File: src/design/ssp_pkg.sv
// shared types and constants for the shortest path unit
`timescale 1ns / 1ps
package ssp_pkg;

  localparam int DIST_BITS = 22;
  localparam int IDX_BITS  = 6;
  localparam logic [DIST_BITS-1:0] DIST_MAX = 22'h3FFFFF;
  localparam logic REG_VERTEX_COUNT = 1'b0;

  typedef enum logic [1:0] {
    CMD_ADD   = 2'd0,
    CMD_SOLVE = 2'd1,
    CMD_CLEAR = 2'd2
  } cmd_t;

  typedef enum logic [3:0] {
    ST_CLEAR,
    ST_IDLE,
    ST_ADD_RD1,
    ST_ADD_WR1,
    ST_ADD_RD2,
    ST_ADD_WR2,
    ST_INIT,
    ST_RELAX,
    ST_OUT
  } state_t;

  // per-vertex record that travels round the ring of cells
  typedef struct packed {
    logic [DIST_BITS-1:0] dist_val;
    logic [IDX_BITS-1:0]  parent;
    logic                 done;
    logic                 reached;
  } vrec_t;

  // control for the relax and select stage
  typedef struct packed {
    logic                 active;
    logic                 is_cur;
    logic                 best_found;
    logic [DIST_BITS-1:0] best_dist;
  } rx_ctl_t;

endpackage

File: src/design/ssp_cell.sv
// one ring cell holding the record of one vertex
`timescale 1ns / 1ps
module ssp_cell (
  input  logic          clk,
  input  logic          shift_en,
  input  ssp_pkg::vrec_t d,
  output ssp_pkg::vrec_t q
);
  import ssp_pkg::*;

  always_ff @(posedge clk) begin
    if (shift_en) begin
      q <= d;
    end
  end

endmodule

File: config.mk
export PLATFORM = sky130hd
export DESIGN_NAME = ssp_cell
export DESIGN_NICKNAME = d
export VERILOG_FILES = /design/src/design/ssp_pkg.sv /design/src/design/ssp_cell.sv
export SDC_FILE = /design/constraint.sdc
export NUM_CORES = 1
export LEC_CHECK = 0
export ABC_AREA = 1
export BUFFER_PORTS_ARGS = -buffer_cell sky130_fd_sc_hd__buf_2
export CAP_MARGIN = 15
export CELL_PAD_IN_SITES_DETAIL_PLACEMENT = 1
export CELL_PAD_IN_SITES_GLOBAL_PLACEMENT = 2
export CORE_MARGIN = 2
export CORE_UTILIZATION = 23
export CTS_BUF_LIST = sky130_fd_sc_hd__clkbuf_16
export DETAILED_ROUTE_END_ITERATION = 16
export HOLD_SLACK_MARGIN = 0.1
export PLACE_DENSITY = 0.79
export SLEW_MARGIN = 15
export SYNTH_ARGS = -nofsm -noshare
export SYNTH_HDL_FRONTEND = slang
export SYNTH_SLANG_ARGS = --single-unit
File: constraint.sdc
create_clock -name clk -period 0.8 [get_ports clk]
set_input_delay 0.08 -clock clk [delete_from_list [all_inputs] [get_ports clk]]
set_output_delay 0.08 -clock clk [all_outputs]
set_load 0.02 [all_outputs]
==> flow_summary.ini, run 1 <==
[placement]
placed_cells = 140
portBuffers = 61
gp_congestion = 0.6330

[logic_synthesis]
syn-cell-area_um2 = 900.9
yosysUniqueCellTypes = 1
yosysSeqAreaShare_pct = 100.0
synth_edf_count = 30
synth_ff_type = edfxtp_1
synth_seq_cells = 30
ys_async_sr_fraction_pct = 0
synth_common_cells = 30 x edfxtp_1
synthCells = 30
ys.warnings.count = 0
synth_most_common_cell = edfxtp_1
synth_top_area_share_pct = 100.0
syn-num-nets = 62
synth_top_area_cell = edfxtp_1
avgSynthCellArea_um2 = 30.03
ys_top_cells_by_area = edfxtp_1 100%

[grt]
grt_max_degree = 31
grt_pass1_wl_um = 3374
grt_antenna_before_repair = 0
first_global_vias = 750
grt.total_usage_pct = 10.97
grt-ovfl-total = 0

[finish]
syn2layout_area_growth_pct = 105.4
largest_register_ff_count = 30
multi_input_comb_area_um2 = 0
antennaDiodeCount = 0
drive_gt1_share_pct = 51.94
layout.nets = 161
finalNonFillerCells = 177
comb.multi_input.count = 0
top_regs = q (30)
top_register = q

[worst_hold_path]
worstHoldPathType = in2reg
min-delay-start = shift_en
min_to = q[14]
holdPathStages = 2

[critical_path]
critPathArrivalTime_ns = 0.80
crit_required_ns = 0.72
cp_slowest_cell = edfxtp_1
path_delay_family = flip-flops
crit_path_start_kind = register
crit_type = reg2out
cp-end-kind = primary output
cp_max_fo = 1
max_stage_delay_ns = 0.39
crit_chain = buf_6
setup.worst_path.start = q[0]
cp_num_buf_inv = 1

[die]
io_pins = 62
core_mm2 = 0.003716
num_rows = 22
dieArea_mm2 = 0.004434
fp.dieH_um = 66.59
die_w_um = 66.59
initial_core_util_pct = 24.24

[route]
drc_errors = 0
firstDrtPassIters = 2
antenna_left = 0
drt-total-wl_um = 2338
routed_via_density = 3.695
routedWlPerCell_um = 13.21
drt-initial-drc-count = 11
dr_total_vias = 654

[power]
switching_share_pct = 20.35
power_switching_mw = 0.8456
peakVddDrop_mv = 1.042
power_mw = 4.155
p_int_mw = 3.309
comb_power_share_pct = 14.4
sequentialPowerShare_pct = 46.4
leakage_nw = 0.7850
power_density_mw_per_mm2 = 2245
clockPowerShare_pct = 39.2

[timing]
fmax_mhz = 1130
tns_ns = -1.915
worst_pin_slew_ns = 0.1553
finalCritPeriodShare_pct = 110.6
finalHoldViolations = 0
drv_slew = 0
setup_slack_ns = -0.08485
finalSetupViolCount = 30
rsz0062_at_grt = true
relSlewSlack_pct = 89.65
timing.final.crit_period_ns = 0.8849

[clocking]
cts_sinks = 30
clock_path_buffers = 2
cts_root_buf = clkbuf_16
cts_buffers = 5
clk_pin_slew_worst_paths_ns = 0.05
postCtsSetupBuffers = 0
h-tree-depth = 2
cts_tree = yes

[outcome]
violations = negative setup slack
status = finished with violations

[job]
maxCapViolations = 0
==> worst max path at each step <==
| stage | to | slack [ns] | cells past startpoint |
|---|---|---|---|
| 4_1_cts | q[0] | -0.11 | 1 |
| 6_report | q[0] | -0.08 | 1 |
| 3_5_place_dp | q[6] | 0.10 | 2 |
| 3_3_place_gp | q[17] | 0.12 | 2 |
| 2_1_floorplan | q[0] | 0.27 | 0 |
| 5_1_grt | q[0] | -0.13 | 1 |
==> cell type report <==
cell class,count,area (µm²)
clock buffer,5,125.1
clock inverter,2,7.507
fill,382,1866
sequential,30,900.9
tap,48,60.06
timing repair buffer,92,757.0
==> layer usage <==
layer / global-route usage (%) / wire length [µm]
met1: 9.836 / 707
met3: 4.730 / 115
met2: 22.13 / 1515
met5: 0 / 0
met4: 2.296 / 0
==> cell usage in the layout, fill, tap and decap left out <==
cell	synthesis	final
dlygate4sd3_1	0	30
edfxtp_1	30	30
buf_12	0	1
clkbuf_16	0	5
buf_6	0	21
inv_1	0	2
buf_2	0	40
==> logic make-up after synthesis <==
group / synth area share, %
flip-flops: 100.0
==> power groups by stage <==
stage / sequential [mW] / clock [mW] / combinational (mW)
2_1_floorplan: 2.10 / 0 / 0
3_3_place_gp: 1.92 / 0 / 0.383
3_5_place_dp: 1.93 / 0 / 0.391
4_1_cts: 1.92 / 1.66 / 0.536
5_1_grt: 1.94 / 1.76 / 0.636
6_report: 1.93 / 1.63 / 0.599
==> per-stage QoR <==
stage          hold WS (ns)  worst slack [ns]  area [µm²]  util (%)
3_3_place_gp         0.2561            0.1162        1286     34.61
2_1_floorplan        0.1789            0.2705       900.9         -
3_5_place_dp         0.2588            0.1035        1286     34.61
5_1_grt              0.2864           -0.1334        1851     49.80
4_1_cts              0.2674           -0.1058        1763     47.44
6_report             0.2616          -0.08485        1851     49.80
==> repair_timing <==
action | CTS | global route
endpoints found under the hold margin | 30 | 0
endpoints found under the setup margin | 30 | 30
resized for setup | 14 | 28
hold buffers | 30 | 0
Power figures use the tool's default switching activity.
==> run 2: changes to the inputs <==
--- a/config.mk
+++ b/config.mk
@@ -18,2 +18,3 @@
 export PLACE_DENSITY = 0.79
+export RECOVER_POWER = 25
 export SLEW_MARGIN = 15
==> constraint.sdc (replaced) <==
create_clock -name clk -period 0.8 [get_ports clk]
set_input_delay 0.16 -clock clk [delete_from_list [all_inputs] [get_ports clk]]
set_output_delay 0.16 -clock clk [all_outputs]
set_load 0.02 [all_outputs]
==> flow_summary.ini, run 2 (synthesis results as in run 1) <==
[outcome]
status = finished with violations
violations = negative setup slack

[critical_path]
cp_max_fo = 1
crit_required_ns = 0.64
max_stage_delay_ns = 0.39
crit_path_start_kind = register
crit_type = reg2out
cp_num_buf_inv = 1
path_delay_family = flip-flops
critPathArrivalTime_ns = 0.81
cp-end-kind = primary output
cp_slowest_cell = edfxtp_1
crit_chain = buf_6

[clocking]
cts_sinks = 30
cts_root_buf = clkbuf_16
cts_tree = yes
h-tree-depth = 2
postCtsSetupBuffers = 0
clock_path_buffers = 2
clk_pin_slew_worst_paths_ns = 0.04
cts_buffers = 5

[finish]
postLayoutCoreUtil_pct = 49.33
final_common_cell = buf_2
antennaDiodeCount = 0
top_regs = q (30)
layout.nets = 157
syn2layout_area_growth_pct = 103.5
top_register = q
comb.multi_input.count = 0
final_cell_mix = 34 x buf_2, 30 x edfxtp_1, 23 x buf_6
fillCellCount = 379
largest_register_ff_count = 30
drive_gt1_share_pct = 50.40
multi_input_comb_area_um2 = 0

[grt]
grtUsageMet1_pct = 9.269
first_global_vias = 781
top_usage_layer = met2
grt.total_usage_pct = 10.57
use_met3_pct = 4.223
grt_antenna_before_repair = 0
grt_max_degree = 31
grt-ovfl-total = 0
globalRouteMet2Util_pct = 21.38
grt_pass1_wl_um = 3312

[route]
drt-initial-drc-count = 13
drt-total-wl_um = 2328
antenna_left = 0
firstDrtPassIters = 4
drc_errors = 0
routed_via_density = 3.792
routedWlPerCell_um = 13.46
dr_total_vias = 656

[power]
clockPowerShare_pct = 39.4
power_switching_mw = 0.8528
comb_power_share_pct = 14.2
leakage_nw = 0.7739
power_density_mw_per_mm2 = 2270
peakVddDrop_mv = 1.098
switching_share_pct = 20.50
power_mw = 4.161
sequentialPowerShare_pct = 46.4
p_int_mw = 3.308

[timing]
timing.final.crit_period_ns = 0.9651
drv_slew = 0
fmax_mhz = 1036
worst_pin_slew_ns = 0.4020
rsz0062_at_grt = true
finalSetupViolCount = 30
finalHoldViolations = 0
finalCritPeriodShare_pct = 120.6
setup_slack_ns = -0.1651
holdWs_ns = 0.2910
relSlewSlack_pct = 73.20

[placement]
gp_congestion = 0.6319
portBuffers = 61

[die]
dieArea_mm2 = 0.004434
num_rows = 22
die_w_um = 66.59
initial_core_util_pct = 24.24
io_pins = 62
fp.dieH_um = 66.59
core_mm2 = 0.003716

[job]
maxCapViolations = 0

[worst_hold_path]
worstHoldPathType = in2reg
-- run 2: worst paths after layout --
kind,startpoint,endpoint,slack [ns],cells past startpoint
min,d[23],q[23],0.29,2
max,q[17],q[17],-0.17,1
-- run 2: routing by layer --
metal	up-vias	part of all wire (%)	routed length, µm
met4	0	0	0
li1	309	-	-
met1	320	30	694
met2	27	63	1477
met3	0	6.7	156
met5	-	0	0
-- run 2: power groups by stage --
| stage | combinational [mW] | clock, mW | sequential, mW |
|---|---|---|---|
| after floorplan | 0 | 0 | 2.10 |
| after global placement | 0.383 | 0 | 1.92 |
| after detailed placement | 0.393 | 0 | 1.93 |
| after CTS | 0.543 | 1.67 | 1.92 |
| after global routing | 0.628 | 1.75 | 1.94 |
| final | 0.592 | 1.64 | 1.93 |
-- run 2: final cells by class --
cell class	instances	area, µm²	share of cell area, %
Clock buffer	5	125.1	6.826
Clock inverter	2	7.507	0.4096
Sequential cell	30	900.9	49.15
Tap cell	48	60.06	3.276
Timing Repair Buffer	88	739.5	40.34
-- run 2: per-stage QoR --
step | setup TNS [ns] | area [µm²] | setup WS [ns] | cells
floorplan | 0 | 900.9 | 0.1905 | 30
global placement | 0 | 1286 | 0.03631 | 140
detailed placement | 0 | 1286 | 0.01061 | 140
CTS | -4.619 | 1769 | -0.1722 | 177
global route | -5.104 | 1833 | -0.1954 | 173
finish | -4.369 | 1833 | -0.1651 | 173
-- run 2: repair_timing --
action	in CTS	in global routing
gates resized for setup	16	40
endpoints found under the setup margin	30	44
hold buffers	30	0
endpoints found under the hold margin	30	0
==> run 3: changes to the inputs <==
- CORE_MARGIN: 2 -> 4
- CORE_UTILIZATION: 23 -> 26
- PLACE_DENSITY: 0.79 -> 0.84
- clock period: 0.8 -> 1 ns (I/O delays scaled with it)
==> flow_summary.ini, run 3 (synthesis results as in run 1) <==
[finish]
top_regs = q (30)
final_cell_mix = 40 x buf_2, 30 x edfxtp_1, 21 x buf_6
drive_gt1_share_pct = 66.34
antennaDiodeCount = 0
comb.multi_input.count = 0
final_common_cell = buf_2
postLayoutCoreUtil_pct = 46.98
largest_register_ff_count = 30
top_register = q
layout.nets = 133
syn2layout_area_growth_pct = 74.03
postLayoutCellArea_mm2 = 0.001568
finalNonFillerCells = 147
multi_input_comb_area_um2 = 0

[die]
core_mm2 = 0.003337
dieArea_mm2 = 0.004471
num_rows = 21
die_w_um = 66.87
io_pins = 62
fp.dieH_um = 66.87
initial_core_util_pct = 27.00

[route]
drc_errors = 0
drt-total-wl_um = 2097
dr_total_vias = 548
drt-initial-drc-count = 11
firstDrtPassIters = 4
routed_via_density = 3.728
antenna_left = 0
routedWlPerCell_um = 14.27

[critical_path]
critPathArrivalTime_ns = 0.81
setup.worst_path.start = q[4]
max_stage_delay_ns = 0.39
crit_type = reg2out
crit_required_ns = 0.80
crit_chain = buf_6
crit_path_start_kind = register
cp_max_fo = 1
cp_slowest_cell = edfxtp_1
cp_num_buf_inv = 1
cp-end-kind = primary output
path_delay_family = flip-flops

[timing]
fmax_mhz = 993.2
finalSetupViolCount = 2
finalHoldViolations = 0
finalCritPeriodShare_pct = 100.7
holdWs_ns = 0.1105
rsz0062_at_grt = true
tns_ns = -0.008584
relSlewSlack_pct = 89.29
drv_slew = 0
timing.final.crit_period_ns = 1.007
setup_slack_ns = -0.006835
worst_pin_slew_ns = 0.1606

[outcome]
violations = negative setup slack
status = finished with violations

[power]
power_density_mw_per_mm2 = 2068
peakVddDrop_mv = 1.008
leakage_nw = 0.6680
power_mw = 3.241

[grt]
first_global_vias = 599
grt_antenna_before_repair = 0
grt_max_degree = 31
grt_pass1_wl_um = 2760
grt-ovfl-total = 0
grt.total_usage_pct = 9.326

[worst_hold_path]
min_to = q[29]
holdPathStages = 1
min-delay-start = d[29]
worstHoldPathType = in2reg

[clocking]
clock_path_buffers = 2
cts_tree = yes
h-tree-depth = 2
clk_pin_slew_worst_paths_ns = 0.04
postCtsSetupBuffers = 0
cts_sinks = 30
cts_root_buf = clkbuf_16
cts_buffers = 5

[placement]
gp_congestion = 0.6095
placed_cells = 138
dpl_worst_slack_ns = 0.1832
portBuffers = 61
dpl_cell_area_mm2 = 0.001284

[job]
maxCapViolations = 0
-- run 3: cell types whose count changed in the layout (fill, tap and decap cells not counted), sizes merged --
cell           delta
buf               +5
dlygate4sd3      -18
dlymetal6s4s      -1
clkbuf            -1
clkdlybuf4s25     -9
-- run 3: worst max path at each step --
stage,slack (ns),cells after the start,to
after floorplan,0.35,0,q[0]
after global placement,0.20,2,q[15]
after detailed placement,0.18,2,q[1]
after CTS,-0.02,1,q[28]
after global routing,-0.04,1,q[4]
final,-0.007,1,q[4]
-- run 3: area by class of cell --
type | instances | area [µm²]
Fill cell | 347 | 1769
Sequential cell | 30 | 900.9
Timing Repair Buffer | 64 | 476.7
Clock buffer | 5 | 125.1
Tap cell | 46 | 57.56
Clock inverter | 2 | 7.507
-- run 3: timing repair --
action,in CTS,in global routing
hold buffers,0,2
setup endpoints to repair,8,28
gates resized for setup,4,38
gates cloned,0,0
endpoints found under the hold margin,0,2
-- run 3: metal layers --
layer  global-route usage (%)  vias up  routed length, µm
li1                         -      261                  -
met1                    8.370      256                663
met2                    15.72       29               1255
met3                    5.396        2                146
met4                    6.076        0                 32
met5                        0        -                  0
-- run 3: power by group --
part           total, mW  internal, mW  switching [mW]
Clock               1.31         0.881           0.426
Sequential          1.54          1.50          0.0394
Combinational      0.393         0.193           0.200
Total               3.24          2.58           0.665
