===== src/design/ssp_pkg.sv =====
// shared types and constants for the shortest path unit
`timescale 1ns / 1ps
package ssp_pkg;

  localparam int DIST_BITS = 22;
  localparam int IDX_BITS  = 6;
  localparam logic [DIST_BITS-1:0] DIST_MAX = 22'h3FFFFF;
  localparam logic REG_VERTEX_COUNT = 1'b0;

  typedef enum logic [1:0] {
    CMD_ADD   = 2'd0,
    CMD_SOLVE = 2'd1,
    CMD_CLEAR = 2'd2
  } cmd_t;

  typedef enum logic [3:0] {
    ST_CLEAR,
    ST_IDLE,
    ST_ADD_RD1,
    ST_ADD_WR1,
    ST_ADD_RD2,
    ST_ADD_WR2,
    ST_INIT,
    ST_RELAX,
    ST_OUT
  } state_t;

  // per-vertex record that travels round the ring of cells
  typedef struct packed {
    logic [DIST_BITS-1:0] dist_val;
    logic [IDX_BITS-1:0]  parent;
    logic                 done;
    logic                 reached;
  } vrec_t;

  // control for the relax and select stage
  typedef struct packed {
    logic                 active;
    logic                 is_cur;
    logic                 best_found;
    logic [DIST_BITS-1:0] best_dist;
  } rx_ctl_t;

endpackage


===== src/design/ssp_relax.sv =====
// relaxes the record at the ring head and checks it as next pick
`timescale 1ns / 1ps
module ssp_relax #(
  parameter int WEIGHT_BITS = 16
) (
  input  ssp_pkg::vrec_t                  head,
  input  logic [WEIGHT_BITS:0]            edge_word,
  input  logic [ssp_pkg::DIST_BITS-1:0]   cur_dist,
  input  logic [ssp_pkg::IDX_BITS-1:0]    cur_idx,
  input  ssp_pkg::rx_ctl_t                ctl,
  output ssp_pkg::vrec_t                  upd,
  output logic                            pick
);
  import ssp_pkg::*;

  localparam int SW = ((WEIGHT_BITS > DIST_BITS) ? WEIGHT_BITS : DIST_BITS) + 1;

  logic [SW-1:0]        cand;
  logic [DIST_BITS-1:0] cand_sat;
  logic                 present;

  assign present  = edge_word[WEIGHT_BITS];
  assign cand     = SW'(cur_dist) + SW'(edge_word[WEIGHT_BITS-1:0]);
  assign cand_sat = (cand > SW'(DIST_MAX)) ? DIST_MAX : cand[DIST_BITS-1:0];

  always_comb begin
    upd = head;
    if (ctl.active && present && (!head.reached || cand_sat < head.dist_val)) begin
      upd.dist_val = cand_sat;
      upd.parent   = cur_idx;
      upd.reached  = 1'b1;
    end
    if (ctl.is_cur) begin
      upd.done = 1'b1;
    end
    // strict compare keeps the lowest index on a tie
    pick = ctl.active && !upd.done && upd.reached &&
           (!ctl.best_found || upd.dist_val < ctl.best_dist);
  end

endmodule


===== config.mk =====
export PLATFORM = sky130hd
export DESIGN_NAME = ssp_relax
export DESIGN_NICKNAME = d
export VERILOG_FILES = /design/src/design/ssp_pkg.sv /design/src/design/ssp_relax.sv
export SDC_FILE = /design/constraint.sdc
export NUM_CORES = 1
export LEC_CHECK = 0
export ABC_AREA = 1
export BUFFER_PORTS_ARGS = -buffer_cell sky130_fd_sc_hd__buf_2
export CORE_MARGIN = 2
export CORE_UTILIZATION = 50
export DETAILED_ROUTE_END_ITERATION = 8
export PLACE_DENSITY = 0.86
export SYNTH_ARGS = -nofsm -noshare
export SYNTH_HDL_FRONTEND = slang
export SYNTH_SLANG_ARGS = --single-unit

===== constraint.sdc =====
create_clock -name vclk -period 11.7
set_input_delay 2.34 -clock vclk [all_inputs]
set_output_delay 2.34 -clock vclk [all_outputs]
set_load 0.01 [all_outputs]

==> results of run 1 <==
cells in the final DEF (no fill, tap or decap), types with 2 or more instances in the layout:
cell type	count
buf_2	131
nand2_1	121
inv_1	70
ha_1	58
a21oi_1	38
o21ai_0	22
nor2_1	19
o21ai_1	18
nand3_1	9
xor2_1	7
nand4_1	6
nand2_2	5
a211oi_1	4
xnor2_1	4
or2_2	4
nand2_4	3
nor4_1	3
a21o_1	2
a31oi_1	2
a21oi_2	2
nor2_2	2
nand3_2	2
cells by family (layout without fill, tap and decap cells):
kind of cell | after synthesis | after routing
buffers and inverters | 77 | 202
adders and majority gates | 59 | 59
and+or+nand+nor | 177 | 177
AOI/OAI and AO/OA | 90 | 90
xor gates and xnor gates | 11 | 11
per-stage QoR:
step | total power [W] | area [um2] | std cells | worst slack (ps) | utilization (%)
6_report | 0.000162 | 3090 | 593 | 1670 | 65.8
5_1_grt | 0.000183 | 3090 | 593 | 1190 | 65.8
4_1_cts | 0.000161 | 3090 | 593 | 1690 | 65.8
3_5_place_dp | 0.000160 | 3090 | 593 | 1710 | 65.8
3_3_place_gp | 0.000156 | 3090 | 593 | 1790 | 65.8
2_1_floorplan | 0.000109 | 2410 | 414 | 2650 | -
final timing paths:
kind / end / slack [ps] / cells past startpoint
worst min-delay path: upd[5] / 4950 / 4
worst max-delay path: pick / 1670 / 36
metal layers:
| layer | GRT usage (%) | up-vias |
|---|---|---|
| met3 | 1.23 | 10 |
| li1 | - | 1621 |
| met1 | 29.1 | 1292 |
| met5 | 0 | - |
| met2 | 46.5 | 111 |
| met4 | 3.23 | 0 |
layout make-up:
type	count	area, um2	share of cell area [%]
multi-input cells	337	2100	68.0
inverters	71	267	8.63
well taps	54	67.6	2.19
repair buffers	131	656	21.2
critical path, delay by kind of cell:
kind | cells | cell delay, ps
and+or+nand+nor | 18 | 1650
adders and majority gates | 4 | 1210
AOI/OAI and AO/OA | 10 | 1340
buffers and inverters | 4 | 1150
power by group:
group	internal, W	leakage (nW)	switching [W]	total [W]
sequential	0	0	0	0
clock	0	0	0	0
combinational	0.0000680	1.94	0.0000935	0.000162
total	0.0000680	1.94	0.0000935	0.000162
==> results.tsv, run 1 <==
stage	metric	value	unit
flow_run	max cap viols	0	
synthesis	synthesized area per cell	5.82	um2
global_route	initial antenna violation count	0	
synthesis	cells after synthesis	414	
timing	final hold viol count	0	
floorplanning	Die Width	73.4	um
critical_path	slowest cell on the critical path	inv_2	
global_route	GRT overflow	0	
finish	Final nets	700	
finish	FF+latch area	0	um2
cts	CTS resizes	0	
global_route	pin count of the biggest net entering global routing	49	
hold_path	Hold Path Origin	cur_idx[3]	
synthesis	Synth Area in Simple Gates	32.1	%
power	LEAKAGE	1.94	nW
finish	FF+latch count	0	
floorplanning	DIE AREA	5390	um2
detailed_routing	DRT iter0 DRCs	114	
global_route	first-pass GRT wire length	10800	um
synthesis	most common cell in the netlist	nand2_1	
critical_path	slowest stage delay, CP	510	ps
floorplanning	Die H	73.4	um
critical_path	CP Capture Type	primary output	
detailed_routing	met1 WL	2960	um
detailed_routing	post-route ant nets	0	
timing	final max-slew violation count	0	
detailed_routing	drt via density	5.12	
synthesis	Synth cell types	32	
critical_path	CP max FO	48	
floorplanning	Rows	25	
detailed_routing	wire length on met2	3370	um
timing	Setup-failing EPs final	0	
timing	Slew @ Worst Pin	677	ps
synthesis	Seq/Total Area, Yosys	0	%
finish	Layout Area Growth over Synthesis	28.2	%
detailed_routing	DRC Markers	0	
outcome	status	finished clean	
detailed_routing	wire length on met3	483	um
synthesis	Compound-Gate Fraction of Synth Area	20.1	%
synthesis	Synth area leader	ha_1	
synthesis	cell area after synthesis	2410	um2
critical_path	Startpoint Class	primary input	
timing	RSZ-0062 raised after global routing	no	
detailed_routing	DR pass1 iterations	4	
placement	GP Congestion	0.917	
synthesis	ranking of synthesized cells by area	ha_1 30%, nand2_1 19%, inv_1 11%, a21oi_1 7.9%, o21ai_0 4.6%	
placement	I/O Buffers	131	
finish	Ant. Diodes	0	
detailed_routing	routed via count	3034	
power	Peak VDD IR	27.7	uV
timing	Final Critical Period	10030	ps
critical_path	CP startpoint	edge_word[0]	
global_route	Tot GR Track Use	23.8	%
synthesis	mux contribution to synthesized area	0	%
power	power density cells	52.3	nW/um2
timing	FMAX	99.7	MHz
timing	final period utilization	85.7	%
critical_path	Req. time, crit path	9360	ps
detailed_routing	highest metal used	met4	
global_route	vias in the first global route	2688	
synthesis	Synth top cells by count	121 x nand2_1, 70 x inv_1, 58 x ha_1, 38 x a21oi_1, 22 x o21ai_0	
synthesis	syn_nets	573	
timing	TNS Setup	0	ps
floorplanning	Core ar.	4690	um2
critical_path	most used cell, CP	nand2_1	
hold_path	hold crit path type	in -> out	
synthesis	largest family of logic cells by synthesized area	simple AND/OR/NAND/NOR gates	
timing	Hold WS	4950	ps
critical_path	Setup CP Type	in -> out	
placement	DP Wirelength	6200	um
synthesis	top-area cell type share of the netlist area	30.1	%
floorplanning	Initial Utilization	51.4	%
critical_path	CP Data Arrival Time	7690	ps
synthesis	YS warnings	0	
detailed_routing	wirelength, routed	6870	um
synthesis	XOR/XNOR share of the synthesized area	4.00	%
finish	# fillers	445	
floorplanning	# IOs	131	
finish	layout cells sized above 1	28.2	%
timing	Worst slew margin	54.8	%
cts	# Post-CTS Setup Buffers	0	
cts	Hold Buf Count CTS	0	
finish	clkbuf count	0	
detailed_routing	Routed wire per std cell	11.6	um
synthesis	post-synthesis adder-cell area fraction	30.9	%
Note: power is estimated with default switching activity, not from simulation.
==> run 2: changes to the inputs <==
CELL_PAD_IN_SITES_DETAIL_PLACEMENT = 1   (was unset)
CELL_PAD_IN_SITES_GLOBAL_PLACEMENT = 2   (was unset)
CORE_UTILIZATION = 24   (was 50)
PLACE_DENSITY = 0.88   (was 0.86)
==> results.tsv, run 2 (synthesized netlist as in run 1, its figures left out) <==
stage	metric	value	unit	change
flow_run	max cap viols	0		unchanged
timing	final hold viol count	0		unchanged
detailed_routing	Routed wire per std cell	12.4	um	+6.8%
critical_path	Setup CP Type	in -> out		
finish	Layout Area Growth over Synthesis	32.3	%	
floorplanning	Initial Utilization	24.7	%	-27 points
critical_path	Buf+Inv Stages, Crit Path	3		-1
global_route	first-pass GRT wire length	14000	um	+30%
detailed_routing	DRC Markers	0		unchanged
detailed_routing	routed via count	3102		+2.2%
critical_path	slowest cell on the critical path	inv_2		
global_route	vias in the first global route	3108		+16%
finish	# fillers	1356		+200%
timing	Worst slew margin	51.7	%	-3.1 points
cts	CTS resizes	0		unchanged
cts	Hold Buf Count CTS	0		unchanged
floorplanning	Core ar.	9770	um2	+110%
power	Peak VDD IR	13.3	uV	-52%
power	LEAKAGE	1.94	nW	unchanged
global_route	met1 Usage GRT	18.0	%	-11 points
finish	Ant. Diodes	0		unchanged
critical_path	slowest stage delay, CP	540	ps	+30 ps
finish	clkbuf count	0		unchanged
detailed_routing	DRT iter0 DRCs	58		-49%
power	Sw Share	59.0	%	+1.0 points
floorplanning	Die H	104	um	+42%
timing	RSZ-0062 raised after global routing	no		
power	proportion of power drawn by flip-flops and latches	0	%	unchanged
timing	FMAX	98.8	MHz	-0.89%
critical_path	most used cell, CP	nand2_1		
global_route	initial antenna violation count	0		unchanged
floorplanning	DIE AREA	10900	um2	+100%
critical_path	CP Capture Type	primary output		
cts	# Post-CTS Setup Buffers	0		unchanged
finish	Final Util	32.6	%	-33 points
finish	layout cells sized above 1	28.2	%	unchanged
placement	DP Wirelength	7740	um	+25%
global_route	met2 usage	29.5	%	-17 points
finish	FF+latch count	0		unchanged
global_route	pin count of the biggest net entering global routing	49		unchanged
detailed_routing	wirelength, routed	8310	um	+21%
hold_path	hold crit path type	in -> out		
power	P_sw	0.0000977	W	+4.5%
power	Internal	0.0000681	W	+0.11%
critical_path	CP Data Arrival Time	7780	ps	+90 ps
finish	Multi-input gate area	2100	um2	unchanged
finish	FF+latch area	0	um2	unchanged
detailed_routing	drt via density	4.62		-9.8%
critical_path	CP max FO	48		unchanged
global_route	GRT overflow	0		unchanged
timing	Final Critical Period	10120	ps	+90.1 ps
finish	commonest cells after routing, fill and taps aside	131 x buf_2, 121 x nand2_1, 70 x inv_1, 58 x ha_1, 38 x a21oi_1		
hold_path	hold path depth	3		-1
critical_path	WP depth	32		-11%
timing	final period utilization	86.5	%	+0.77 points
global_route	gr busiest metal	met2		
finish	Final nets	700		unchanged
placement	GP Congestion	0.845		-7.8%
timing	Slew @ Worst Pin	724	ps	+47.0 ps
power	Clock power frac	0	%	unchanged
finish	commonest non-fill, non-tap cell in the layout	buf_2		
critical_path	Startpoint Class	primary input		
detailed_routing	post-route ant nets	0		unchanged
outcome	status	finished clean		
detailed_routing	DR pass1 iterations	4		unchanged
timing	final max-slew violation count	0		unchanged
critical_path	Req. time, crit path	9360	ps	about the same
critical_path	Worst path top cell family by delay	compound AO/OA/AOI/OAI gates		
power	power density cells	52.0	nW/um2	-0.54%
floorplanning	# IOs	131		unchanged
power	Logic pwr share	100.0	%	about the same
floorplanning	Die Width	104	um	+42%
global_route	Tot GR Track Use	14.9	%	-9.0 points
floorplanning	Rows	36		+44%
placement	I/O Buffers	131		unchanged
timing	TNS Setup	0	ps	unchanged
timing	Setup-failing EPs final	0		unchanged
global_route	GR Util met3	1.13	%	-0.11 points
==> run 2: cell counts in the layout (fill, tap and decap cells not counted) <==
No cell type changed its count.
==> run 2: final timing paths <==
check,start,endpoint,slack [ps]
setup / recovery,edge_word[2],pick,1580
hold / removal,ctl[22],pick,4940
==> run 2: area by class of cell <==
class	count	area share (%)
multi-input cells	337	65.9
inverters	71	8.36
repair buffers	131	20.6
well taps	133	5.22
==> run 2: stage by stage <==
step / instances / setup WS [ps] / power [W] / instance area, um2 / hold slack (ps)
final: 672 / 1580 / 0.000166 / 3190 / 4940
after global routing: 672 / 895 / 0.000192 / 3190 / 4950
after CTS: 672 / 1560 / 0.000168 / 3190 / 4940
after detailed placement: 672 / 1590 / 0.000167 / 3190 / 4940
after global placement: 672 / 1680 / 0.000163 / 3190 / 4940
after floorplan: 414 / 2650 / 0.000109 / 2410 / 4730
==> run 2: per-layer routing <==
metal,share of wire (%),vias to the layer above
met5,0,-
met4,0.95,0
met3,4.0,6
met2,49,80
met1,46,1404
li1,-,1612
==> run 2: power by group through the flow <==
stage | clock network [W] | logic [W] | registers [W]
after global routing | 0 | 0.000192 | 0
after CTS | 0 | 0.000168 | 0
after floorplan | 0 | 0.000109 | 0
after global placement | 0 | 0.000163 | 0
final | 0 | 0.000166 | 0
after detailed placement | 0 | 0.000167 | 0
==> run 3: changes to the inputs <==
PLACE_DENSITY = 0.95   (was 0.88)
==> results.tsv, run 3 (synthesized netlist as in run 1, its figures left out) <==
stage	metric	value	unit	change
outcome	status	finished clean		
critical_path	Startpoint Class	primary input		
finish	clkbuf count	0		unchanged
finish	Final nets	700		unchanged
global_route	initial antenna violation count	0		unchanged
floorplanning	# IOs	131		unchanged
floorplanning	Initial Utilization	24.7	%	unchanged
critical_path	CP Capture Type	primary output		
cts	Hold Buf Count CTS	0		unchanged
placement	GP Congestion	0.853		+1.0%
critical_path	CP Data Arrival Time	7760	ps	-20 ps
global_route	GRT overflow	0		unchanged
detailed_routing	drt via density	4.61		-0.16%
critical_path	most used cell, CP	nand2_1		
detailed_routing	Routed wire per std cell	13.0	um	+5.1%
floorplanning	Die H	104	um	unchanged
placement	I/O Buffers	131		unchanged
global_route	vias in the first global route	3143		+1.1%
finish	Ant. Diodes	0		unchanged
placement	DP Wirelength	8120	um	+4.9%
cts	CTS resizes	0		unchanged
global_route	Tot GR Track Use	15.3	%	+0.40 points
hold_path	hold crit path type	in -> out		
finish	commonest non-fill, non-tap cell in the layout	buf_2		
critical_path	Setup CP Type	in -> out		
timing	Final Critical Period	10100	ps	-20.8 ps
global_route	first-pass GRT wire length	14300	um	+2.8%
timing	Slew @ Worst Pin	733	ps	+9.07 ps
timing	FMAX	99.0	MHz	+0.21%
timing	RSZ-0062 raised after global routing	no		
finish	FF+latch area	0	um2	unchanged
global_route	pin count of the biggest net entering global routing	49		unchanged
power	LEAKAGE	1.94	nW	unchanged
floorplanning	DIE AREA	10900	um2	unchanged
finish	commonest cells after routing, fill and taps aside	131 x buf_2, 121 x nand2_1, 70 x inv_1, 58 x ha_1, 38 x a21oi_1		
power	power density cells	52.8	nW/um2	+1.5%
timing	Worst slew margin	51.1	%	-0.61 points
finish	layout cells sized above 1	28.2	%	unchanged
floorplanning	Rows	36		unchanged
critical_path	slowest cell on the critical path	inv_2		
flow_run	max cap viols	0		unchanged
placement	placed inst area	3190	um2	unchanged
power	Peak VDD IR	14.0	uV	+5.5%
cts	# Post-CTS Setup Buffers	0		unchanged
timing	TNS Setup	0	ps	unchanged
detailed_routing	DRC Markers	0		unchanged
timing	final max-slew violation count	0		unchanged
floorplanning	Die Width	104	um	unchanged
critical_path	slowest stage delay, CP	550	ps	about the same
timing	final period utilization	86.3	%	-0.18 points
finish	post-route cell area	3190	um2	unchanged
detailed_routing	DRT iter0 DRCs	72		+24%
detailed_routing	post-route ant nets	0		unchanged
floorplanning	Core ar.	9770	um2	unchanged
critical_path	CP max FO	48		unchanged
timing	Hold WS	4940	ps	+4.38 ps
detailed_routing	DR pass1 iterations	4		unchanged
detailed_routing	routed via count	3097		-0.16%
timing	final hold viol count	0		unchanged
timing	Setup-failing EPs final	0		unchanged
finish	FF+latch count	0		unchanged
finish	Layout Area Growth over Synthesis	32.3	%	unchanged
critical_path	Req. time, crit path	9360	ps	about the same
detailed_routing	wirelength, routed	8730	um	+5.1%
[run 3: per-layer routing]
| layer | wire, um | track usage (%) | vias to the layer above | part of all wire, % |
|---|---|---|---|---|
| li1 | - | - | 1616 | - |
| met1 | 3900 | 19.1 | 1395 | 45 |
| met2 | 4460 | 30.0 | 84 | 51 |
| met3 | 345 | 0.940 | 2 | 4.0 |
| met4 | 34 | 0.483 | 0 | 0.39 |
| met5 | 0 | 0 | - | 0 |
[run 3: cell type report]
type	count	area (um2)
fill	1345	6590
inverter	71	267
multi-input combinational	337	2100
tap	133	166
timing repair buffer	131	656
[run 3: power by group]
part / total, W / switching [W] / internal [W]
combinational: 0.000168 / 0.0000995 / 0.0000687
clock: 0 / 0 / 0
sequential: 0 / 0 / 0
[run 3: metrics by stage]
step                      worst slack (ps)  total power [W]  util (%)  std cells
after floorplan                       2650         0.000109         -        414
after global placement                1700         0.000162      32.6        672
after detailed placement              1490         0.000169      32.6        672
after CTS                             1480         0.000170      32.6        672
after global routing                   931         0.000192      32.6        672
final                                 1600         0.000168      32.6        672
[run 3: path summary, 6_finish.rpt]
kind	startpoint	to	slack [ps]	cells past startpoint
setup / recovery	edge_word[0]	pick	1600	33
hold / removal	ctl[22]	pick	4940	3
[run 3: worst max-delay path, delay by kind of cell]
| kind | cells | cell delay [ps] |
|---|---|---|
| fa+ha+maj | 4 | 1180 |
| simple gates | 14 | 1320 |
| buf+inv | 4 | 1190 |
| compound gates | 11 | 1680 |
